===== config.mk =====
export PLATFORM = sky130hd
export DESIGN_NAME = slot_queue_report_packer_core
export DESIGN_NICKNAME = d
export VERILOG_FILES = /design/src/hw/rtl/sqrp_pkg.sv /design/src/hw/rtl/sqrp_cfg_regs.sv /design/src/hw/rtl/sqrp_slot_ram.sv /design/src/hw/rtl/sqrp_ctrl.sv /design/src/hw/rtl/slot_queue_report_packer_core.sv
export SDC_FILE = /design/constraint.sdc
export NUM_CORES = 1
export LEC_CHECK = 0
export BUFFER_PORTS_ARGS = -buffer_cell sky130_fd_sc_hd__buf_2
export CELL_PAD_IN_SITES_DETAIL_PLACEMENT = 1
export CELL_PAD_IN_SITES_GLOBAL_PLACEMENT = 2
export CORE_MARGIN = 10
export CORE_UTILIZATION = 45
export DETAILED_ROUTE_END_ITERATION = 8
export GPL_TIMING_DRIVEN = 0
export PLACE_DENSITY_LB_ADDON = 0.1
export SYNTH_ARGS = -nofsm -noshare
export SYNTH_HDL_FRONTEND = slang
export SYNTH_SLANG_ARGS = --single-unit

===== constraint.sdc =====
create_clock -name i_clk -period 25.8 [get_ports i_clk]
set_input_delay 5.16 -clock i_clk [delete_from_list [all_inputs] [get_ports i_clk]]
set_output_delay 5.16 -clock i_clk [all_outputs]
set_load 0.02 [all_outputs]

===== src/hw/rtl/sqrp_pkg.sv =====
package sqrp_pkg;

    // Table geometry and report size.
    localparam int SLOT_COUNT   = 8;
    localparam int REPORT_LIMIT = 4;
    localparam int PAYLOAD_BITS = 56;

    localparam int SLOT_IDX_W = (SLOT_COUNT > 1) ? $clog2(SLOT_COUNT) : 1;
    localparam int COUNT_W    = $clog2(REPORT_LIMIT + 1);
    localparam int CFG_IDX_W  = 3;

    // Configuration register indexes.
    localparam logic [CFG_IDX_W-1:0] CFG_MARKER_NATIVE    = 3'd0;
    localparam logic [CFG_IDX_W-1:0] CFG_MARKER_CONSOLE_A = 3'd1;
    localparam logic [CFG_IDX_W-1:0] CFG_MARKER_CONSOLE_B = 3'd2;
    localparam logic [CFG_IDX_W-1:0] CFG_REPORT_IDENT     = 3'd3;
    localparam logic [CFG_IDX_W-1:0] CFG_REPORT_KIND      = 3'd4;

    // Operation, host and item codes.
    localparam logic       OP_ENQUEUE     = 1'b0;
    localparam logic       OP_ENCODE      = 1'b1;
    localparam logic [1:0] HOST_NATIVE    = 2'd0;
    localparam logic [1:0] HOST_CONSOLE_A = 2'd1;
    localparam logic [1:0] HOST_CONSOLE_B = 2'd2;
    localparam logic       ITEM_STATUS    = 1'b0;
    localparam logic       ITEM_RECORD    = 1'b1;

    typedef struct packed {
        logic        operation;
        logic [7:0]  record_flags;
        logic [55:0] record_payload;
        logic [1:0]  host_select;
    } t_in;

    typedef struct packed {
        logic        item_kind;
        logic        success;
        logic [7:0]  host_marker;
        logic [7:0]  header_ident;
        logic [7:0]  header_type;
        logic [2:0]  record_count;
        logic [7:0]  out_flags;
        logic [55:0] out_payload;
        logic        still_pending;
        logic        last;
    } t_out;

    typedef struct packed {
        logic [7:0] marker_native;
        logic [7:0] marker_console_a;
        logic [7:0] marker_console_b;
        logic [7:0] report_ident;
        logic [7:0] report_kind_byte;
    } t_cfg;

    typedef logic [PAYLOAD_BITS-1:0] t_payload;

    // One stored record: flags and payload word.
    typedef struct packed {
        logic [7:0] flags;
        t_payload   payload;
    } t_slot;

    // Request from the sequencer to the slot memory.
    typedef struct packed {
        logic                  we;
        logic [SLOT_IDX_W-1:0] waddr;
        t_slot                 wdata;
        logic                  re;
        logic [SLOT_IDX_W-1:0] raddr;
    } t_ram_req;

endpackage


===== src/hw/rtl/sqrp_cfg_regs.sv =====
module sqrp_cfg_regs
    import sqrp_pkg::*;
(
    input  logic                 i_clk,
    input  logic                 i_rst_n,
    input  logic                 i_cfg_valid,
    output logic                 o_cfg_ready,
    input  logic [CFG_IDX_W-1:0] i_cfg_index,
    input  logic [7:0]           i_cfg_data,
    output t_cfg                 o_cfg
);

    t_cfg r_cfg;

    // Writes are always taken; an index beyond the list is dropped.
    assign o_cfg_ready = 1'b1;
    assign o_cfg       = r_cfg;

    always_ff @(posedge i_clk) begin
        if (!i_rst_n) begin
            r_cfg.marker_native    <= 8'd1;
            r_cfg.marker_console_a <= 8'd2;
            r_cfg.marker_console_b <= 8'd3;
            r_cfg.report_ident     <= 8'd0;
            r_cfg.report_kind_byte <= 8'd0;
        end else if (i_cfg_valid) begin
            case (i_cfg_index)
                CFG_MARKER_NATIVE:    r_cfg.marker_native    <= i_cfg_data;
                CFG_MARKER_CONSOLE_A: r_cfg.marker_console_a <= i_cfg_data;
                CFG_MARKER_CONSOLE_B: r_cfg.marker_console_b <= i_cfg_data;
                CFG_REPORT_IDENT:     r_cfg.report_ident     <= i_cfg_data;
                CFG_REPORT_KIND:      r_cfg.report_kind_byte <= i_cfg_data;
                default: ;
            endcase
        end
    end

endmodule


===== src/hw/rtl/sqrp_slot_ram.sv =====
module sqrp_slot_ram
    import sqrp_pkg::*;
(
    input  logic     i_clk,
    input  t_ram_req i_req,
    output t_slot    o_rdata
);

    t_slot r_mem [SLOT_COUNT];
    t_slot r_rdata;

    assign o_rdata = r_rdata;

    // One write port and one read port with registered read data.
    always_ff @(posedge i_clk) begin
        if (i_req.we) begin
            r_mem[i_req.waddr] <= i_req.wdata;
        end
        if (i_req.re) begin
            r_rdata <= r_mem[i_req.raddr];
        end
    end

endmodule


===== src/hw/rtl/sqrp_ctrl.sv =====
module sqrp_ctrl
    import sqrp_pkg::*;
(
    input  logic     i_clk,
    input  logic     i_rst_n,
    input  t_cfg     i_cfg,
    input  logic     i_in_valid,
    output logic     o_in_stall,
    input  t_in      i_in_data,
    output logic     o_out_valid,
    input  logic     i_out_stall,
    output t_out     o_out_data,
    output t_ram_req o_ram_req,
    input  t_slot    i_ram_rdata
);

    typedef enum logic [1:0] {
        S_IDLE,
        S_EXEC,
        S_READ,
        S_SEND
    } t_state;

    t_state                r_state, n_state;
    t_in                   r_item, n_item;
    logic [SLOT_COUNT-1:0] r_occ, n_occ;
    logic [SLOT_COUNT-1:0] r_drain, n_drain;
    logic                  r_pend, n_pend;
    logic                  r_out_valid, n_out_valid;
    t_out                  r_out, n_out;

    logic                  free_hit;
    logic [SLOT_IDX_W-1:0] free_idx;
    logic [SLOT_IDX_W-1:0] drain_idx;
    logic [SLOT_COUNT-1:0] drain_mask;
    logic [COUNT_W-1:0]    drain_cnt;
    logic [7:0]            marker;
    logic                  enq_ok;
    logic                  out_free;

    assign o_in_stall  = (r_state != S_IDLE);
    assign o_out_valid = r_out_valid;
    assign o_out_data  = r_out;
    assign out_free    = !r_out_valid || !i_out_stall;

    // Lowest free slot for an enqueue.
    always_comb begin
        free_hit = 1'b0;
        free_idx = '0;
        for (int i = SLOT_COUNT - 1; i >= 0; i--) begin
            if (!r_occ[i]) begin
                free_hit = 1'b1;
                free_idx = SLOT_IDX_W'(i);
            end
        end
    end

    // Lowest slot still waiting to be drained.
    always_comb begin
        drain_idx = '0;
        for (int i = SLOT_COUNT - 1; i >= 0; i--) begin
            if (r_drain[i]) begin
                drain_idx = SLOT_IDX_W'(i);
            end
        end
    end

    // First occupied slots, up to the report limit, in index order.
    always_comb begin
        drain_mask = '0;
        drain_cnt  = '0;
        for (int i = 0; i < SLOT_COUNT; i++) begin
            if (r_occ[i] && (drain_cnt < COUNT_W'(REPORT_LIMIT))) begin
                drain_mask[i] = 1'b1;
                drain_cnt     = drain_cnt + 1'b1;
            end
        end
    end

    // Host marker selection; the invalid host reads as zero.
    always_comb begin
        case (r_item.host_select)
            HOST_NATIVE:    marker = i_cfg.marker_native;
            HOST_CONSOLE_A: marker = i_cfg.marker_console_a;
            HOST_CONSOLE_B: marker = i_cfg.marker_console_b;
            default:        marker = 8'd0;
        endcase
    end

    assign enq_ok = (r_item.record_flags != 8'd0) && free_hit;

    // Memory requests: the store happens with the status item, and a read
    // is issued in S_READ ahead of each drained record item sent from S_SEND.
    always_comb begin
        o_ram_req               = '0;
        o_ram_req.waddr         = free_idx;
        o_ram_req.wdata.flags   = r_item.record_flags;
        o_ram_req.wdata.payload = t_payload'(r_item.record_payload);
        o_ram_req.raddr         = drain_idx;
        o_ram_req.we = (r_state == S_EXEC) && out_free
                       && (r_item.operation == OP_ENQUEUE) && enq_ok;
        o_ram_req.re = (r_state == S_READ);
    end

    // Sequencer next state.
    always_comb begin
        n_state     = r_state;
        n_item      = r_item;
        n_occ       = r_occ;
        n_drain     = r_drain;
        n_pend      = r_pend;
        n_out_valid = r_out_valid && i_out_stall;
        n_out       = r_out;

        case (r_state)
            S_IDLE: begin
                if (i_in_valid) begin
                    n_item  = i_in_data;
                    n_state = S_EXEC;
                end
            end
            S_EXEC: begin
                if (out_free) begin
                    n_out_valid = 1'b1;
                    n_out       = '0;
                    n_out.item_kind = ITEM_STATUS;
                    if (r_item.operation == OP_ENQUEUE) begin
                        if (enq_ok) begin
                            n_occ[free_idx] = 1'b1;
                        end
                        n_out.success       = enq_ok;
                        n_out.still_pending = (|r_occ) || enq_ok;
                        n_out.last          = 1'b1;
                        n_state             = S_IDLE;
                    end else if ((marker != 8'd0) && (drain_cnt != '0)) begin
                        // Header first, then the drained records.
                        n_occ               = r_occ & ~drain_mask;
                        n_drain             = drain_mask;
                        n_pend              = |(r_occ & ~drain_mask);
                        n_out.success       = 1'b1;
                        n_out.host_marker   = marker;
                        n_out.header_ident  = i_cfg.report_ident;
                        n_out.header_type   = i_cfg.report_kind_byte;
                        n_out.record_count  = 3'(drain_cnt);
                        n_out.still_pending = |(r_occ & ~drain_mask);
                        n_state             = S_READ;
                    end else begin
                        // Invalid host or empty table gives one failure item.
                        n_out.still_pending = |r_occ;
                        n_out.last          = 1'b1;
                        n_state             = S_IDLE;
                    end
                end
            end
            S_READ: begin
                n_drain[drain_idx] = 1'b0;
                n_state            = S_SEND;
            end
            S_SEND: begin
                if (out_free) begin
                    n_out_valid         = 1'b1;
                    n_out               = '0;
                    n_out.item_kind     = ITEM_RECORD;
                    n_out.success       = 1'b1;
                    n_out.out_flags     = i_ram_rdata.flags;
                    n_out.out_payload   = 56'(i_ram_rdata.payload);
                    n_out.still_pending = r_pend;
                    n_out.last          = (r_drain == '0);
                    n_state             = (r_drain == '0) ? S_IDLE : S_READ;
                end
            end
            default: n_state = S_IDLE;
        endcase
    end

    // State, occupancy and the output register.
    always_ff @(posedge i_clk) begin
        if (!i_rst_n) begin
            r_state     <= S_IDLE;
            r_occ       <= '0;
            r_drain     <= '0;
            r_out_valid <= 1'b0;
        end else begin
            r_state     <= n_state;
            r_occ       <= n_occ;
            r_drain     <= n_drain;
            r_out_valid <= n_out_valid;
        end
        r_item <= n_item;
        r_pend <= n_pend;
        r_out  <= n_out;
    end

endmodule


===== src/hw/rtl/slot_queue_report_packer_core.sv =====
// Channel   Direction  Handshake          Payload
// in        input      valid / stall      t_in  (operation, flags, payload, host)
// out       output     valid / stall      t_out (one result item per transfer)
// cfg       input      valid / ready      register index, 8-bit data
//
// An enqueue passes through the item register to its status item. An encode
// gives its header and then one record item per drained record, since every
// record is fetched through the single read port of the slot memory.
// Reset is synchronous; slot occupancy is cleared at once, no clearing pass.
// The next input is taken once the last result is loaded in the output
// register, even while that result is stalled; an output stall holds the
// sequencer in place.
module slot_queue_report_packer_core
    import sqrp_pkg::*;
(
    input  logic                 i_clk,
    input  logic                 i_rst_n,
    input  logic                 i_in_valid,
    output logic                 o_in_stall,
    input  t_in                  i_in_data,
    output logic                 o_out_valid,
    input  logic                 i_out_stall,
    output t_out                 o_out_data,
    input  logic                 i_cfg_valid,
    output logic                 o_cfg_ready,
    input  logic [CFG_IDX_W-1:0] i_cfg_index,
    input  logic [7:0]           i_cfg_data
);

    t_cfg     cfg;
    t_ram_req ram_req;
    t_slot    ram_rdata;

    // Configuration registers.
    sqrp_cfg_regs u_cfg_regs (
        .i_clk       (i_clk),
        .i_rst_n     (i_rst_n),
        .i_cfg_valid (i_cfg_valid),
        .o_cfg_ready (o_cfg_ready),
        .i_cfg_index (i_cfg_index),
        .i_cfg_data  (i_cfg_data),
        .o_cfg       (cfg)
    );

    // Record storage.
    sqrp_slot_ram u_slot_ram (
        .i_clk   (i_clk),
        .i_req   (ram_req),
        .o_rdata (ram_rdata)
    );

    // Sequencer with occupancy bits and the output register.
    sqrp_ctrl u_ctrl (
        .i_clk       (i_clk),
        .i_rst_n     (i_rst_n),
        .i_cfg       (cfg),
        .i_in_valid  (i_in_valid),
        .o_in_stall  (o_in_stall),
        .i_in_data   (i_in_data),
        .o_out_valid (o_out_valid),
        .i_out_stall (i_out_stall),
        .o_out_data  (o_out_data),
        .o_ram_req   (ram_req),
        .i_ram_rdata (ram_rdata)
    );

endmodule


Yosys cells after proc, flatten, opt, wreduce, memory -nomap -nowiden
Memories as Yosys holds them, arrays and structs flattened. A register that Yosys moved wholly into a read port is not among the register bits.
Index checks and enable logic that the tools add are counted.
{ "word_totals": {"n_memories": 1, "ramBits": 512, "output_inout_bits": 98, "register_bits": 222} }
{ "classes": {"n_mux": 72, "n_reduce_logical": 44, "addsub": 7, "n_eq_ne": 15, "bitwise": 6, "n_lt_le_gt_ge": 11} }
{ "memory_table": {"columns": ["memory", "words", "word_bits", "read_ports", "rd_clocked_by_memory_dff", "wr", "line_no", "text"], "rows": [
  ["u_slot_ram.r_mem", 8, 64, 1, 1, 1, "sqrp_slot_ram.sv:9", "t_slot r_mem [SLOT_COUNT];"]
]} }
{ "ops": {"columns": ["cell", "n"], "rows": [
  ["2-to-1 mux 95 bit", 2],
  ["case mux 95 bit (2 select lines)", 1],
  ["2-to-1 mux 3 bit", 23],
  ["2-to-1 mux 8 bit", 6],
  ["2-to-1 mux 28 bit", 1],
  ["2-to-1 mux 27 bit", 1],
  ["2-to-1 mux 1 bit", 26],
  ["case mux 8 bit (3 select lines)", 1],
  ["adder 3 x 1 -> 3 bit (second input constant)", 6],
  ["less-than comparator 3 bit (second input constant)", 6],
  ["bitwise AND 8 bit", 2],
  ["inverter 8 bit", 2],
  ["case mux 8 bit (2 select lines)", 1],
  ["nonzero test 8 bit", 2],
  ["OR reduction 8 bit", 2],
  ["logical AND 1 bit", 15],
  ["2-to-1 mux 2 bit", 7],
  ["AND reduction 2 bit", 6],
  ["AND reduction 4 bit", 3],
  ["zero test 8 bit", 1],
  ["less-than comparator 3 x 4 -> 1 bit (second input constant)", 2],
  ["OR 8 bit", 1],
  ["case mux 2 bit (4 select lines)", 1],
  ["nonzero test 2 bit", 4],
  ["19 further kinds", 33]
]} }

Depth between registers and ports, before layout
Gate-level depths: netlist of run 1.
{ "depth": {"depth_word": 29, "depth_mapped": 21, "mapped_depth_nobuf": 17} }

By module
Synthesis of run 1 repeated with hierarchy kept, for this count alone.
{ "unflattened": {"hier_cells": 1578, "hier_area_um2": 30689.4} }
{ "by_module_without_submodules": {"columns": ["mod", "area_per_inst_um2", "cells_per_inst", "instances", "seq_area_each_um2"], "rows": [
  ["sqrp_slot_ram", 21187.8, 816, 1, 17296.6],
  ["sqrp_ctrl", 7980.2, 614, 1, 5275.1],
  ["sqrp_cfg_regs", 1521.5, 148, 1, 800.8]
]} }

Least setup slack after synthesis of run 1
Ideal clock, no wire load.
{ "synth_path": {"path_type": "input port to flip-flop", "startpoint": "in i_out_stall", "endpoint": "mem u_slot_ram.r_mem[1][0] (netlist bit), enable pin", "arrival_time_ns": 19.262, "setup_slack_ns": 5.894, "stages": 3, "n_path_buf": 0, "required_time_ns": 25.156, "setup_time_ns": 0.644, "path_cell_list": "a21boi_0 > nand2b_1 > nor4_1"} }
{ "synth_via": {"elab_chain_len": 7} }
{ "synth_lines": {"columns": ["item", "line_no", "text"], "rows": [
  ["start: declaration", "slot_queue_report_packer_core.sv:22", "input logic i_out_stall,"],
  ["zero test 1 bit", "sqrp_ctrl.sv:44", "assign out_free = !r_out_valid || !i_out_stall;"],
  ["logical OR 1 bit", "sqrp_ctrl.sv:44", null],
  ["logical AND 1 bit", "sqrp_ctrl.sv:100", "o_ram_req.we = (r_state == S_EXEC) && out_free"],
  ["logical AND 1 bit (2 in series)", "sqrp_ctrl.sv:101", "&& (r_item.operation == OP_ENQUEUE) && enq_ok;"],
  ["2-to-1 mux 1 bit", "sqrp_slot_ram.sv:16", "if (i_req.we) begin"],
  ["2-to-1 mux 1 bit (implied by the code)", "sqrp_slot_ram.sv:17", "r_mem[i_req.waddr] <= i_req.wdata;"],
  ["end: declaration", "sqrp_slot_ram.sv:9", null]
]} }
No other way between the ends.

Worst setup path in the final report of run 1
{ "layout_path": {"startpoint": "in i_out_stall", "endpoint": "mem u_slot_ram.r_mem[4][21] (netlist bit), enable pin"} }
Same word-level chain as after synthesis.

==> impl_metrics.ini, run 1 <==
[worst_setup_path]
r2r_start = u_ctrl.r_occ[0]
r2r_end = u_ctrl.o_out_data[74]
start_kind = input pin
reg2reg_depth = 20
rrSetupSlack_ns = 19.80
crit_buf_inv = 3
arrival_ns = 8.28
cp-end-kind = register
critPathKind = in -> reg
cp_top_family = compound AO/OA/AOI/OAI gates
crit_chain = buf_2 -> a21boi_4 -> nor2b_1 -> nand3_1 -> nor2_1 -> nand2_1 -> a21oi_4 -> buf_12 -> buf_12
crit_fanout = 26
cp_data_required_time_ns = 26.11
critPathMostFrequentCell = buf_12
cpPeakStageDelay_ns = 0.77
slowest_stage = a21boi_4

[route]
drt_pass1_iterations = 5
drt-wirelength-per-cell_um = 26.5
drtAntennaViolNets = 0
vias_per_cell = 5.58
wl_um = 82300
drc = 0
vias = 17300
drt_iter0_markers = 1402

[clocking]
cts_tree = yes
cts.sinks = 798
cts_root_buffer = clkbuf_16
clock_latency_ns = 0.63
post_cts_buffers = 0
clock_path_buffers = 3
path_clk_slew_ns = 0.06
cts-hold-fix-buffers = 0
cts_buffers = 84
cts_resized = 0
htreeDepth = 3

[floorplanning]
dieWidth_um = 277
ios = 181
dieHeight_um = 277
core_region_area_mm2 = 0.0656
die-area_mm2 = 0.0768
row_count = 94
start_util_pct = 45.4

[grt]
antenna_found_initial = 3
grt_usage_pct = 21.0
grt_pass1_vias = 18500
grt_pass1_wl_um = 122000
grt-ovfl-total = 0
grt_max_degree = 40

[synthesis]
seq_area_frac_synth_pct = 78.5
ys.flop_type = edfxtp_1
avgSynthCellArea_um2 = 15.9
synth-seq-cells = 798
synth_cells = 1869
synth_enable_flop_cells = 739
syn_nets = 1959
synth_warnings = 0
yosys.cell_types.count = 75
syn_area_mm2 = 0.0298
async_flop_share_pct = 0

[placement]
dp.cells = 2959
hpwl_um = 54400
port_buffers = 178
placed_cell_area_mm2 = 0.0325
place.gp.congestion = 0.806

[finish]
nets = 2271
area_delta_synth_final_pct = 18.1
fillerInstances = 6277
multi_input_comb_area_mm2 = 0.00598
num_antenna_cells = 0
layout.cells.non_filler = 3109
final-seq-area_mm2 = 0.0234
drive_gt1_share_pct = 17.2
finalInstanceArea_mm2 = 0.0352

[sta]
fin_crit_sh_pct = 30.9
max_freq_mhz = 125
fin_skew_ns = 0.0152
hold_violations = 0
min_period_ns = 7.97
worst_pin_slew_ns = 1.26
setup_viol = 0
rsz0062_at_grt = no
maxSlewHeadroom_pct = 15.2
slew_violations = 0

[pwr]
p_comb_share_pct = 4.2
peakVddDrop_v = 0.0000500
switching_power_mw = 0.602
cellPowerDensity_mw_per_mm2 = 78.6
total_power_mw = 2.76
p_clk_share_pct = 42.0
leakage_nw = 11.9
seqPwrFrac_pct = 53.8
p_int_mw = 2.16
switching_share_pct = 21.8

[worst_hold_path]
holdPathEnd = u_cfg_regs.o_cfg[2]
hold_start = u_cfg_regs.o_cfg[2]
worstHoldPathCells = 2
hp-class = reg -> reg

[flow_run]
drv_cap = 0

[run_status]
outcome = complete, no violations
==> synth_stat cells, drive strengths merged (4+ instances only) <==
| master | n | area [µm²] |
|---|---|---|
| edfxtp | 739 | 22200 |
| nand2 | 251 | 942 |
| a21oi | 120 | 601 |
| mux2i | 97 | 975 |
| clkbuf | 83 | 312 |
| a22oi | 82 | 616 |
| and3 | 66 | 413 |
| dfxtp | 59 | 1180 |
| nand3 | 56 | 280 |
| o22a | 39 | 342 |
| nor2 | 32 | 123 |
| and2 | 29 | 181 |
| or4 | 23 | 173 |
| a22o | 20 | 175 |
| buf | 20 | 114 |
| o21ai | 17 | 85.1 |
| inv | 14 | 52.6 |
| nor3 | 14 | 80.1 |
| o2bb2ai | 8 | 70.1 |
| ha | 7 | 87.6 |
| nor4 | 7 | 43.8 |
| nor2b | 6 | 37.5 |
| or2 | 6 | 37.5 |
| a31oi | 5 | 31.3 |
| o311ai | 5 | 43.8 |
| a211oi | 4 | 47.5 |
| nand2b | 4 | 25.0 |
| o211ai | 4 | 30.0 |
| o21bai | 4 | 30.0 |
| xnor2 | 4 | 35.0 |
==> tightest hold or removal path, cell delays in order (launching register included) <==
cell and delay [ns]:
dfxtp_1 0.31, nand2_1 0.05, a21oi_1 0.05
==> flip-flops by register name, summed over array words and instances (netlist names) <==
| signal | flops |
|---|---|
| u_slot_ram.r_mem | 512 |
| u_ctrl.o_out_data | 95 |
| u_ctrl.o_ram_req | 64 |
| u_slot_ram.o_rdata | 64 |
| u_cfg_regs.o_cfg | 40 |
| u_ctrl.r_drain | 8 |
| u_ctrl.r_occ | 8 |
| u_ctrl.r_item | 3 |
| u_ctrl.r_state | 2 |
| u_ctrl.o_out_valid | 1 |
| u_ctrl.r_pend | 1 |
==> worst max-delay path by stage <==
stage,slack [ns],start,cells after the start,endpoint
after floorplan,5.89,i_out_stall,3,u_slot_ram.r_mem[1][0]
after global placement,-5.74,i_out_stall,4,u_slot_ram.r_mem[1][43]
after detailed placement,17.19,i_out_stall,9,u_slot_ram.r_mem[4][23]
after CTS,17.84,i_out_stall,9,u_slot_ram.r_mem[4][21]
after global routing,17.55,i_out_stall,9,u_slot_ram.r_mem[4][15]
final,17.83,i_out_stall,9,u_slot_ram.r_mem[4][21]
==> power by group through the flow <==
stage | Combinational [mW] | Sequential (mW) | Clock (mW)
floorplan | 0.0432 | 1.52 | 0
global placement | 0.107 | 1.52 | 0
detailed placement | 0.119 | 1.51 | 0
CTS | 0.119 | 1.49 | 1.18
global route | 0.126 | 1.49 | 1.24
finish | 0.116 | 1.49 | 1.16
==> final cells by class <==
cell class | count | share of cell area (%)
Buffer | 103 | 1.21
Clock buffer | 116 | 6.65
Clock inverter | 34 | 0.819
Inverter | 15 | 0.174
Multi-Input combinational cell | 953 | 17.0
Sequential cell | 798 | 66.5
Tap cell | 864 | 3.08
Timing Repair Buffer | 226 | 4.57
==> per-stage QoR <==
step / hold WS (ns) / util (%) / setup slack [ns] / setup TNS [ns]
global placement: 0.441 / 48.4 / -5.74 / -678.17
global route: 0.474 / 53.6 / 17.55 / 0
CTS: 0.456 / 53.6 / 17.84 / 0
floorplan: 0.432 / - / 5.89 / 0
detailed placement: 0.447 / 49.6 / 17.19 / 0
finish: 0.455 / 53.6 / 17.83 / 0
==> layer usage <==
layer  vias up  track usage (%)  share of wire [%]
li1       7829                -                  -
met1      8890             27.5                 43
met2       499             35.2                 49
met3       122             3.84                5.8
met4         4             6.23                2.3
met5         -                0              0.033
==> placed cells by master (no fill, tap or decap), drive strengths merged, types with 4 or more instances in the layout <==
master,netlist,routed
a21oi,120,120
nand2b,4,4
edfxtp,739,739
or2,6,6
and3,66,66
nor2b,6,6
or4,23,23
nor3,14,14
o311ai,5,5
o21bai,4,4
nand3,56,56
o2bb2ai,8,8
o211ai,4,4
nor4,7,7
clkbuf,83,199
o21ai,17,17
mux2i,97,97
nand2,251,251
a31oi,5,5
clkinv,1,23
a22oi,82,82
and2,29,29
xnor2,4,4
ha,7,7
a211oi,4,4
dfxtp,59,59
inv,14,20
nor2,32,32
a22o,20,20
buf,20,246
o22a,39,39
==> logic make-up (layout without fill, tap and decap cells) <==
group / after synthesis / after routing / share of synthesized area, %
adder cells (fa/ha/maj): 7 / 7 / 0.294
XOR/XNOR: 7 / 7 / 0.298
flip-flops: 798 / 798 / 78.5
buffers and inverters: 118 / 494 / 1.62
other: 1 / 1 / 0.0126
AO/OA/AOI/OAI: 329 / 329 / 7.60
multiplexers: 99 / 99 / 3.35
AND/OR/NAND/NOR: 510 / 510 / 8.31
(Power assumes the default switching activity.)
==> run 2, diff against run 1 <==
--- a/config.mk
+++ b/config.mk
@@ -9,7 +9,7 @@
 export CELL_PAD_IN_SITES_DETAIL_PLACEMENT = 1
 export CELL_PAD_IN_SITES_GLOBAL_PLACEMENT = 2
 export CORE_MARGIN = 10
-export CORE_UTILIZATION = 45
+export CORE_UTILIZATION = 40
 export DETAILED_ROUTE_END_ITERATION = 8
 export GPL_TIMING_DRIVEN = 0
 export PLACE_DENSITY_LB_ADDON = 0.1
==> constraint.sdc (replaced) <==
create_clock -name i_clk -period 6.7 [get_ports i_clk]
set_input_delay 1.34 -clock i_clk [delete_from_list [all_inputs] [get_ports i_clk]]
set_output_delay 1.34 -clock i_clk [all_outputs]
set_load 0.02 [all_outputs]
==> run 2 against run 1 <==
Critical path depth up 10; highest routed layer unchanged; design area up 0.96%; setup slack worse by 17 ns; register-to-register slack worse by 19 ns; sequential power rose to 3.8 times the previous value; routed wire length up 1.9%; cell count up 2.9%.
==> impl_metrics.ini, run 2 (same netlist as run 1, synthesis figures left out) <==
[run_status]
outcome = complete, no violations

[worst_setup_path]
r2r_end = u_ctrl.o_out_data[72]
cpPeakStageDelay_ns = 0.60
reg2reg_depth = 19
start_kind = register
r2r_start = u_ctrl.r_occ[0]
crit_fanout = 10
critPathMostFrequentCell = ha_1
critPathKind = reg -> reg
arrival_ns = 6.34
cp_data_required_time_ns = 7.07
crit_chain = clkbuf_1 -> inv_1 -> ha_1 -> buf_4 -> nand3_1 -> o211ai_1 -> o31ai_1 -> ha_1 -> mux2_1 -> ha_1 -> mux2_2 -> ha_1 -> nand3b_1 -> a32oi_1 -> nor2_1 -> a211oi_4 -> nor2_2 -> clkbuf_1 -> and2_1
slowest_stage = o31ai_1
rrSetupSlack_ns = 0.74
cp-end-kind = register

[pwr]
p_int_mw = 8.48
cellPowerDensity_mw_per_mm2 = 305
switching_share_pct = 21.7
p_clk_share_pct = 42.9
p_comb_share_pct = 4.2
leakage_nw = 11.9
seqPwrFrac_pct = 52.9
switching_power_mw = 2.35
total_power_mw = 10.8
peakVddDrop_v = 0.000205

[route]
vias_per_cell = 5.40
wl_um = 83900
drt_pass1_iterations = 5
vias = 17300
drtAntennaViolNets = 0
drt_iter0_markers = 1224
drc = 0
drt-wirelength-per-cell_um = 26.2

[clocking]
path_clk_slew_ns = 0.06
cts.sinks = 798
cts_buffers = 86
cts_root_buffer = clkbuf_16
cts_resized = 0
post_cts_buffers = 0
cts-hold-fix-buffers = 0
cts_tree = yes
clock_latency_ns = 0.63
clock_path_buffers = 3
htreeDepth = 3

[flow_run]
drv_cap = 0

[sta]
whs_ns = 0.452
setup_viol = 0
min_period_ns = 5.96
max_freq_mhz = 168
worst_pin_slew_ns = 1.29
slew_violations = 0
maxSlewHeadroom_pct = 13.5
fin_crit_sh_pct = 89.0
fin_skew_ns = 0.0171
hold_violations = 0
rsz0062_at_grt = no

[floorplanning]
die-area_mm2 = 0.0857
dieHeight_um = 293
start_util_pct = 40.6
core_region_area_mm2 = 0.0733
dieWidth_um = 293
ios = 181
row_count = 99

[finish]
final_common_cell = edfxtp_1
area_delta_synth_final_pct = 19.2
drive_gt1_share_pct = 17.1
num_antenna_cells = 0
top_register = u_slot_ram.r_mem
largest_register_ffs = 512
fillerInstances = 7141
nets = 2263
finalInstanceArea_mm2 = 0.0355
final_util_pct = 48.4
final_cell_mix = 739 x edfxtp_1, 251 x nand2_1, 188 x buf_2

[grt]
grt_pass1_wl_um = 123000
grt.met3_usage_pct = 3.13
antenna_found_initial = 5
use_met2_pct = 32.4
grt_usage_pct = 19.3
grt-ovfl-total = 0
grtUsageMet1_pct = 25.9
grt_pass1_vias = 18200
grt_max_degree = 40
grt_busiest_layer = met2

[placement]
placed_cell_area_mm2 = 0.0327
hpwl_um = 55200
port_buffers = 178
place.gp.congestion = 0.782

[worst_hold_path]
worstHoldPathCells = 2
hold_start = u_cfg_regs.o_cfg[11]
holdPathEnd = u_cfg_regs.o_cfg[11]
hp-class = reg -> reg
-- run 2: area by class of cell --
class                   instances  area [µm²]  area share [%]
clock inverters                40         383            1.08
inverters                      15        61.3           0.173
repair buffers                216        1680            4.74
multi-input cells             953        6000            16.9
well taps                     959        1200            3.38
plain buffers                 103         425            1.20
flip-flops and latches        798       23400            65.9
clock buffers                 115        2360            6.66
-- run 2: critical path: cells and delay by family, from the launching register on --
kind	cells	cell delay, ns
buffers and inverters	4	0.96
adders and majority gates	4	1.37
and+or+nand+nor	5	0.82
AOI/OAI and AO/OA	4	1.62
muxes	2	0.59
DFF	1	0.35
-- run 2: metal layers --
metal / up-vias / wire, µm
li1: 7823 / -
met1: 8900 / 37800
met2: 442 / 40800
met3: 92 / 3910
met4: 2 / 1400
met5: - / 13
-- run 2: power groups by stage --
stage / Clock (mW) / Combinational [mW] / Sequential (mW)
4_1_cts: 4.76 / 0.472 / 5.73
3_5_place_dp: 0 / 0.470 / 5.83
2_1_floorplan: 0 / 0.168 / 5.86
3_3_place_gp: 0 / 0.418 / 5.84
5_1_grt: 4.96 / 0.497 / 5.74
6_report: 4.65 / 0.456 / 5.73
-- run 2: worst max-delay path by stage --
stage	start	to	slack, ns	cells past startpoint
final	u_ctrl.r_occ[0]	u_ctrl.o_out_data[72]	0.74	19
after floorplan	i_out_stall	u_slot_ram.r_mem[3][0]	0.13	4
after global placement	i_out_stall	u_slot_ram.r_mem[3][24]	-4.30	5
after detailed placement	u_ctrl.r_occ[0]	u_ctrl.o_out_data[72]	0.74	19
after CTS	u_ctrl.r_occ[0]	u_ctrl.o_out_data[72]	0.71	19
after global routing	u_ctrl.r_occ[0]	u_ctrl.o_out_data[72]	0.30	19
-- run 2: stage by stage --
step / TNS [ns] / worst slack (ns) / instances
floorplan: 0 / 0.129 / 1869
global placement: -1608.69 / -4.30 / 3006
detailed placement: 0 / 0.744 / 3044
CTS: 0 / 0.707 / 3199
global route: 0 / 0.301 / 3199
finish: 0 / 0.736 / 3199
==> run 3, diff against run 2 <==
==> constraint.sdc (replaced) <==
create_clock -name i_clk -period 6.7 [get_ports i_clk]
set_input_delay 0 -clock i_clk [delete_from_list [all_inputs] [get_ports i_clk]]
set_output_delay 0 -clock i_clk [all_outputs]
set_load 0.02 [all_outputs]
==> run 3 against run 2 <==
Design area up 1.9%; core utilization up 0.93 points; register-to-register slack worse by 0.07 ns; fmax shrank 1.1%; via count grew 1.6%; global-route usage about the same; largest cell class unchanged; critical path type unchanged; largest power group unchanged; setup slack got worse by 0.068 ns; critical path depth rose by 1; highest routed layer is now met4.
==> impl_metrics.ini, run 3 (same netlist as run 1, synthesis figures left out) <==
[worst_setup_path]
crit_fanout = 10
crit_chain = clkbuf_1 -> inv_1 -> ha_1 -> buf_4 -> a21bo_1 -> a32oi_1 -> a211oi_2 -> nor2_1 -> nand2_1 -> mux2_1 -> ha_1 -> mux2_2 -> ha_1 -> nand3b_1 -> a32oi_1 -> nor2_1 -> a211oi_4 -> nor2_2 -> clkbuf_1 -> and2_1
cp-startpoint = u_ctrl.r_occ[0]
critPathMostFrequentCell = ha_1
start_kind = register
slowest_stage = nor2_1
arrival_ns = 6.40
cpPeakStageDelay_ns = 0.51
cp-end-kind = register
critPathKind = reg -> reg
cp_data_required_time_ns = 7.07
r2r_start = u_ctrl.r_occ[0]

[route]
drtAntennaViolNets = 0
vias_per_cell = 5.34
drt_pass1_iterations = 5
vias = 17500
drt-wirelength-per-cell_um = 25.4
drt_iter0_markers = 1219
wl_um = 83400
drc = 0

[finish]
final_util_pct = 49.3
area_delta_synth_final_pct = 21.5
fillerInstances = 7109
layout.cells.non_filler = 3285
nets = 2347
drive_gt1_share_pct = 16.2
final_cell_mix = 739 x edfxtp_1, 251 x nand2_1, 188 x buf_2
num_antenna_cells = 0
top_register = u_slot_ram.r_mem
final_common_cell = edfxtp_1
largest_register_ffs = 512

[sta]
tns_ns = 0
worst_pin_slew_ns = 1.32
fin_skew_ns = 0.0353
fin_crit_sh_pct = 90.0
max_freq_mhz = 166
setup_viol = 0
min_period_ns = 6.03
whs_ns = 0.0736
slew_violations = 0
maxSlewHeadroom_pct = 11.1
hold_violations = 0
rsz0062_at_grt = no

[grt]
grt-ovfl-total = 0
antenna_found_initial = 1
grt_max_degree = 39
grt_usage_pct = 19.3
grt_pass1_wl_um = 123000
grt_pass1_vias = 18600

[floorplanning]
dieHeight_um = 293
start_util_pct = 40.6
die-area_mm2 = 0.0857
dieWidth_um = 293
row_count = 99
core_region_area_mm2 = 0.0733
ios = 181

[clocking]
cts_root_buffer = clkbuf_16
cts_resized = 0
cts_buffers = 86
clock_latency_ns = 0.63
path_clk_slew_ns = 0.06
cts.sinks = 798
post_cts_buffers = 0
htreeDepth = 3
clock_path_buffers = 3
cts_tree = yes

[pwr]
leakage_nw = 12.2
peakVddDrop_v = 0.000186
cellPowerDensity_mw_per_mm2 = 295

[placement]
dp.cells = 3043
place.gp.congestion = 0.792
port_buffers = 178
hpwl_um = 55300

[worst_hold_path]
hp-class = in -> reg
hold_start = i_cfg_valid

[run_status]
outcome = complete, no violations

[flow_run]
drv_cap = 0
## run 3: cell count changes in the layout (fill, tap and decap cells not counted), moves of 2 or more
cell           delta
dlygate4sd3_1    +85
inv_6             +2
buf_16            -3
inv_16            -2
bufinv_16         -4
clkinv_8          +2
clkbuf_16         -2
clkinv_1          +5
buf_8             +2
## run 3: per-layer routing
metal,GRT usage [%],up-vias,wire length (µm)
met5,0,-,0
met4,5.13,0,1710
met3,3.12,112,4040
met2,32.4,437,40400
met1,25.7,9021,37200
li1,-,7962,-
## run 3: stage by stage
step           setup slack (ns)  power (mW)  area [µm²]
2_1_floorplan          0.000568        6.03       29800
3_3_place_gp              -4.98        6.26       31900
3_5_place_dp              0.807        6.30       32700
4_1_cts                   0.774        10.8       36200
5_1_grt                   0.306        11.0       36200
6_report                  0.668        10.7       36200
## run 3: critical path, delay by kind of cell, from the launching register on
family          cells  cell delay (ns)
fa+ha+maj           3             1.01
simple gates        6             1.40
buf+inv             4             1.01
flops               1             0.36
compound gates      5             1.33
mux                 2             0.67
## run 3: final timing paths
kind | end | slack [ns] | cells past startpoint
setup reg to reg | u_ctrl.o_out_data[81] | 0.67 | 20
hold reg to reg | u_cfg_regs.o_cfg[7] | 0.45 | 2
hold / removal | u_cfg_regs.o_cfg[7] | 0.07 | 5
setup / recovery | u_ctrl.o_out_data[81] | 0.67 | 20
## run 3: what timing repair did
action / CTS / global route
hold buffers: 85 / 0
endpoints found under the hold margin: 141 / 0
endpoints found under the setup margin: 0 / 0
## run 3: area by class of cell
class,instances,area (µm²),area share [%]
flip-flops and latches,798,23400,64.6
multi-input cells,953,6000,16.6
repair buffers,300,2480,6.86
clock buffers,114,2320,6.41
well taps,959,1200,3.32
plain buffers,103,425,1.18
clock inverters,43,310,0.858
inverters,15,61.3,0.169
## run 3: power by group
part	internal [mW]	switching (mW)
registers	5.63	0.0983
logic	0.172	0.321
clock network	2.52	1.93
total	8.32	2.34
